[src/rtl/bmrb_pkg.sv]
// shared types, constants and helper functions for the byte mailbox ring buffer
package bmrb_pkg;

    localparam int DEPTH   = 1024;
    localparam int IDX_W   = $clog2(DEPTH);
    localparam int FILL_W  = IDX_W + 1;
    localparam int OFF_W   = 10;
    localparam int SUM_W   = ((IDX_W > OFF_W) ? IDX_W : OFF_W) + 1;
    localparam int CAP_W   = 11;
    localparam int CNT_W   = 11;
    localparam int SHORT_W = 16;

    localparam logic [SHORT_W-1:0] SHORT_MAX = '1;
    localparam logic [FILL_W-1:0]  CAP_RESET = FILL_W'((DEPTH < 1024) ? DEPTH : 1024);

    typedef logic [IDX_W-1:0]   t_idx;
    typedef logic [FILL_W-1:0]  t_fill;
    typedef logic [CAP_W-1:0]   t_cap;
    typedef logic [CNT_W-1:0]   t_count;
    typedef logic [SHORT_W-1:0] t_short;

    typedef enum logic [1:0] {
        REQ_PUT   = 2'd0,
        REQ_OWPUT = 2'd1,
        REQ_GET   = 2'd2,
        REQ_PEEK  = 2'd3
    } t_req_type;

    typedef struct packed {
        t_req_type          req_type;
        logic [7:0]         data_in;
        logic [OFF_W-1:0]   peek_offset;
        logic               end_of_message;
    } t_in_item;

    typedef struct packed {
        logic [7:0] data_out;
        logic       data_valid;
        logic       overwrote;
        t_count     used_count;
        t_count     free_count;
        logic       message_done;
        t_short     message_shortfall;
    } t_out_item;

    typedef struct packed {
        logic       we;
        t_idx       waddr;
        logic [7:0] wdata;
        logic       re;
        t_idx       raddr;
    } t_mem_cmd;

    // zero acts as one, anything above the store depth acts as the depth
    function automatic t_fill cap_clamp(t_cap c);
        if (c == '0) return FILL_W'(1);
        if (32'(c) > DEPTH) return FILL_W'(DEPTH);
        return FILL_W'(c);
    endfunction

    // ring index advance with wrap at the effective capacity
    function automatic t_idx next_idx(t_idx i, t_fill cap);
        t_fill n;
        n = FILL_W'(i) + FILL_W'(1);
        if (n >= cap) return '0;
        return n[IDX_W-1:0];
    endfunction

endpackage

[src/rtl/bmrb_ring.sv]
// ring pointers, fill and shortfall counters, store commands and result fields
module bmrb_ring (
    input  logic                  i_clk,
    input  logic                  i_rst_n,
    input  logic                  i_clear,
    input  logic                  i_step,
    input  bmrb_pkg::t_fill       i_cap,
    input  bmrb_pkg::t_in_item    i_req,
    output bmrb_pkg::t_mem_cmd    o_mem,
    output logic                  o_rd,
    output bmrb_pkg::t_out_item   o_res
);

    bmrb_pkg::t_idx   r_ridx, n_ridx;
    bmrb_pkg::t_idx   r_widx, n_widx;
    bmrb_pkg::t_fill  r_fill, n_fill;
    bmrb_pkg::t_short r_short, n_short;

    logic                        valid;
    logic                        drop;
    bmrb_pkg::t_short            report;
    bmrb_pkg::t_mem_cmd          mem;
    logic [bmrb_pkg::SUM_W-1:0]  peek_sum;
    logic [bmrb_pkg::SUM_W-1:0]  peek_addr;

    always_comb begin
        n_ridx  = r_ridx;
        n_widx  = r_widx;
        n_fill  = r_fill;
        valid   = 1'b0;
        drop    = 1'b0;
        mem     = '0;
        o_rd    = 1'b0;

        // peek address wraps once at most since offset stays below the fill
        peek_sum  = bmrb_pkg::SUM_W'(r_ridx) + bmrb_pkg::SUM_W'(i_req.peek_offset);
        peek_addr = (peek_sum >= bmrb_pkg::SUM_W'(i_cap))
                  ? peek_sum - bmrb_pkg::SUM_W'(i_cap) : peek_sum;

        unique case (i_req.req_type)
            bmrb_pkg::REQ_PUT: begin
                if (r_fill < i_cap) begin
                    mem.we    = 1'b1;
                    mem.waddr = r_widx;
                    mem.wdata = i_req.data_in;
                    n_widx    = bmrb_pkg::next_idx(r_widx, i_cap);
                    n_fill    = r_fill + 1'b1;
                    valid     = 1'b1;
                end
            end
            bmrb_pkg::REQ_OWPUT: begin
                if (r_fill >= i_cap) begin
                    n_ridx = bmrb_pkg::next_idx(r_ridx, i_cap);
                    drop   = 1'b1;
                end else begin
                    n_fill = r_fill + 1'b1;
                end
                mem.we    = 1'b1;
                mem.waddr = r_widx;
                mem.wdata = i_req.data_in;
                n_widx    = bmrb_pkg::next_idx(r_widx, i_cap);
                valid     = 1'b1;
            end
            bmrb_pkg::REQ_GET: begin
                if (r_fill != '0) begin
                    mem.re    = 1'b1;
                    mem.raddr = r_ridx;
                    n_ridx    = bmrb_pkg::next_idx(r_ridx, i_cap);
                    n_fill    = r_fill - 1'b1;
                    valid     = 1'b1;
                    o_rd      = 1'b1;
                end
            end
            bmrb_pkg::REQ_PEEK: begin
                if (bmrb_pkg::SUM_W'(i_req.peek_offset) < bmrb_pkg::SUM_W'(r_fill)) begin
                    mem.re    = 1'b1;
                    mem.raddr = peek_addr[bmrb_pkg::IDX_W-1:0];
                    valid     = 1'b1;
                    o_rd      = 1'b1;
                end
            end
            default: begin
                valid = 1'b0;
            end
        endcase

        // saturating count of requests that moved no byte
        n_short = r_short;
        if (!valid && r_short != bmrb_pkg::SHORT_MAX) begin
            n_short = r_short + 1'b1;
        end
        report = '0;
        if (i_req.end_of_message) begin
            report  = n_short;
            n_short = '0;
        end

        o_mem    = mem;
        o_mem.we = mem.we & i_step;
        o_mem.re = mem.re & i_step;

        o_res.data_out          = '0;
        o_res.data_valid        = valid;
        o_res.overwrote         = drop;
        o_res.used_count        = bmrb_pkg::t_count'(n_fill);
        o_res.free_count        = bmrb_pkg::t_count'(i_cap - n_fill);
        o_res.message_done      = i_req.end_of_message;
        o_res.message_shortfall = report;
    end

    always_ff @(posedge i_clk) begin
        if (!i_rst_n) begin
            r_ridx  <= '0;
            r_widx  <= '0;
            r_fill  <= '0;
            r_short <= '0;
        end else if (i_clear) begin
            r_ridx  <= '0;
            r_widx  <= '0;
            r_fill  <= '0;
        end else if (i_step) begin
            r_ridx  <= n_ridx;
            r_widx  <= n_widx;
            r_fill  <= n_fill;
            r_short <= n_short;
        end
    end

endmodule

[config.mk]
export PLATFORM = sky130hd
export DESIGN_NAME = bmrb_ring
export DESIGN_NICKNAME = d
export VERILOG_FILES = /design/src/rtl/bmrb_pkg.sv /design/src/rtl/bmrb_ring.sv
export SDC_FILE = /design/constraint.sdc
export NUM_CORES = 1
export LEC_CHECK = 0
export ABC_AREA = 1
export BUFFER_PORTS_ARGS = -buffer_cell sky130_fd_sc_hd__buf_2
export CAP_MARGIN = 5
export CORE_UTILIZATION = 45
export DETAILED_ROUTE_END_ITERATION = 10
export GPL_ROUTABILITY_DRIVEN = 1
export MAX_ROUTING_LAYER = met4
export PLACE_DENSITY_LB_ADDON = 0.2
export SYNTH_ARGS = -nofsm -noshare
export SYNTH_HDL_FRONTEND = slang
export SYNTH_SLANG_ARGS = --single-unit
[constraint.sdc]
create_clock -name i_clk -period 3.8 [get_ports i_clk]
set_input_delay 0.38 -clock i_clk [delete_from_list [all_inputs] [get_ports i_clk]]
set_output_delay 0.38 -clock i_clk [all_outputs]
set_load 0.01 [all_outputs]
==> run metrics <==
Synth Cell Area=about 6700 µm²; outcome=finished with violations; Max Clock Freq=0.260 GHz; Slew Limit Fails=0; worst min-delay path startpoint=r_widx[4]$_SDFFE_PP0P_; n_diodes=0; Setup violations, final=1; remaining antenna violation count=0; Area after DPL=7960 µm²; die area=15300 µm²; HPWL Detailed=16300 µm; Crit path required time=about 3.4 ns; synth top area cells=ha_1 (15%), nand2_1 (14%), dfxtp_1 (14%), inv_1 (9.2%), a21oi_1 (6.2%); CTS Buf Count=5; crit path launch=r_ridx[0]$_SDFFE_PP0P_; skew final=0.00599 ns; initial antenna violation count=0; RR Startpoint=r_ridx[1]$_SDFFE_PP0P_; VDD IR-drop max=192 µV; Die Span X=124 µm; most common cell in the netlist=nand2_1; unrepaired setup endpoints after global routing=true; Yosys cell types=46; WL final=21700 µm; Nets=1394; CTS tree=done; DR pass1 iterations=5; synthesis-stage register bit count=47; GPL Wtd Cong=around 0.96; Hold Path Cell Cnt=2; GRT Residual Overflow=0; Max Cap Viol=0; critical path class=reg2out; Final Hold Fails=0; GR Util All Layers=28.4%; largest net degree at the start of global routing=23; CP Data Arrival Time=3.47 ns; Rows=44; Longest Clk Path Bufs=2; Worst R2R End=r_ridx[1]$_SDFFE_PP0P_; worst slew pin tran=0.779 ns; hold buffer count at cts=0; failing checks=negative setup slack; PD cells=231 nW/µm²; CTS Root Cell=clkbuf_16; core area=14500 µm²; register area share after synthesis=14.1%; Area growth, synth to finish=31.6%; fin area=just under 9000 µm²; vias=approximately 7700; Ys Warns=0; initial core utilization=roughly 46%; CP max FO=6; Synth top area share=between 10% and 20%; Clock Sinks=47; Post-synth EDFFs=0; total power=around 0.002 W; Worst path max stage delay=0.35 ns; critical path capture point type=output pin; Hold Crit Class=reg2reg; ys async rst share=0%; first-pass GRT wire length=32800 µm; IO Count=116; DRC=0; final setup margin=-0.0463 ns; die height=between 100 and 150 µm; Pleak=4.42 nW; Initial DRC Count=510; layout cells sized above 1=29.1%; setup slack at placement=-0.225 ns; Mapped Cells=1079; most frequent cells after synthesis=nand2_1 (254), inv_1 (164), nor2_1 (100); Avg Inst Size Synth=6.18 µm²; hold endpoint=r_widx[4]$_SDFFE_PP0P_; worst r2r path cells=17; largest area contributor in the netlist=ha_1; Slew HR=48.0%; Clock Latency Late Sink=about 0.30 ns; PortBufs=107; CP max stage cell=dfxtp_2; final cell count without fillers=1461; Setup crit start kind=flip-flop; Worst-path clk slew=0.07 ns; Tcrit/Tclk final=101%; Hold WS=0.469 ns; H-Tree Depth=2; vias in the first global route=between 6000 and 7000; R2R setup slack=0.80 ns; Via density=approximately 5.3; Post-Place Cells=1436; drt wl/cell=about 15 µm; Final min period=3.85 ns; crit-path cells=ha_4, fa_2, nand2_2, inv_2, o21ai_2, nand2_2, a21oi_2, o21ai_1, xor2_1, inv_1, ha_4, a21oi_2, o21a_1, o2111ai_2, buf_6, buf_12, o211ai_1, o21ai_1, buf_2; Main synth FF type=dfxtp_1
placed cells by master (no fill, tap or decap), types with 8 or more instances in the layout:
cell type,Yosys,routed
nand2_1,254,236
inv_1,164,153
buf_2,7,106
buf_4,13,106
nor2_1,100,97
nand3_1,80,74
a21oi_1,83,67
ha_1,79,60
xor2_1,46,46
dfxtp_1,47,39
o21ai_0,47,34
nand4_1,25,25
a21oi_2,5,19
ha_4,0,19
nand2_2,5,18
nand2_4,12,16
inv_2,6,16
o211ai_1,16,16
nor3_1,16,14
nand3_2,5,11
o21ai_1,2,10
nor2_2,7,9
conb_1,1,8
logic make-up (layout without fill, tap and decap cells):
group                    after synthesis  in the layout  share of synthesized area [%]
AO/OA/AOI/OAI                        170            170                           14.4
flip-flops                            47             47                           14.1
other                                  1              8                         0.0562
XOR/XNOR                              49             49                           6.43
adder cells (fa/ha/maj)               82             82                           15.7
AND/OR/NAND/NOR                      522            523                           36.2
buffers and inverters                208            398                           13.1
where the power goes:
| group | total, W | switching (W) | internal, W |
|---|---|---|---|
| Sequential | 0.000514 | 0.0000117 | 0.000502 |
| Combinational | 0.00103 | 0.000593 | 0.000441 |
| Clock | 0.000482 | 0.000218 | 0.000264 |
| Total | 0.00203 | 0.000823 | 0.00121 |
worst max-delay path, delay by kind of cell (launching register included):
family | cells | cell delay, ns
AOI/OAI and AO/OA | 8 | 1.11
xor gates and xnor gates | 1 | 0.20
adders and majority gates | 3 | 0.77
buffers and inverters | 5 | 0.58
DFF | 1 | 0.35
and+or+nand+nor | 2 | 0.16
registers in the layout (all words and copies together), names as in the netlist:
register and cells:
r_short 16, r_fill 11, r_ridx 10, r_widx 10
metrics by stage:
| stage | utilization, % | TNS (ns) |
|---|---|---|
| final | 60.6 | -0.0463 |
| after global routing | 60.6 | -1.65 |
| after CTS | 58.0 | -0.00227 |
| after detailed placement | 55.0 | -2.03 |
| after global placement | 55.0 | -1.00 |
| after floorplan | - | 0 |
worst max-delay path by stage:
stage | endpoint | depth (start not counted)
3_3_place_gp | o_mem[5] | 21
2_1_floorplan | o_res[26] | 21
5_1_grt | o_mem[5] | 19
3_5_place_dp | o_mem[5] | 21
6_report | o_mem[5] | 19
4_1_cts | o_mem[5] | 20
what timing repair did:
action / CTS / global route
setup endpoints to repair: 16 / 16
gates cloned: 0 / 1
resized for setup: 49 / 80
buffers inserted: 8 / 8
pin swaps: 20 / 47
per-layer routing:
layer / vias up / global-route usage, % / wire, µm
li1: 3898 / - / -
met1: 3467 / 36.8 / 9490
met2: 248 / 45.7 / 10200
met3: 64 / 2.75 / 1190
met4: 0 / 10.4 / 835
met5: - / - / 0
final cells by class:
type / instances / area (µm²)
Tap cell: 184 / 230
Inverter: 172 / 648
Clock inverter: 2 / 16.3
Clock buffer: 6 / 139
Fill cell: 1389 / 5700
Multi-Input combinational cell: 832 / 5390
Sequential cell: 47 / 958
Timing Repair Buffer: 218 / 1400
Note: power is estimated with default switching activity, not from simulation.
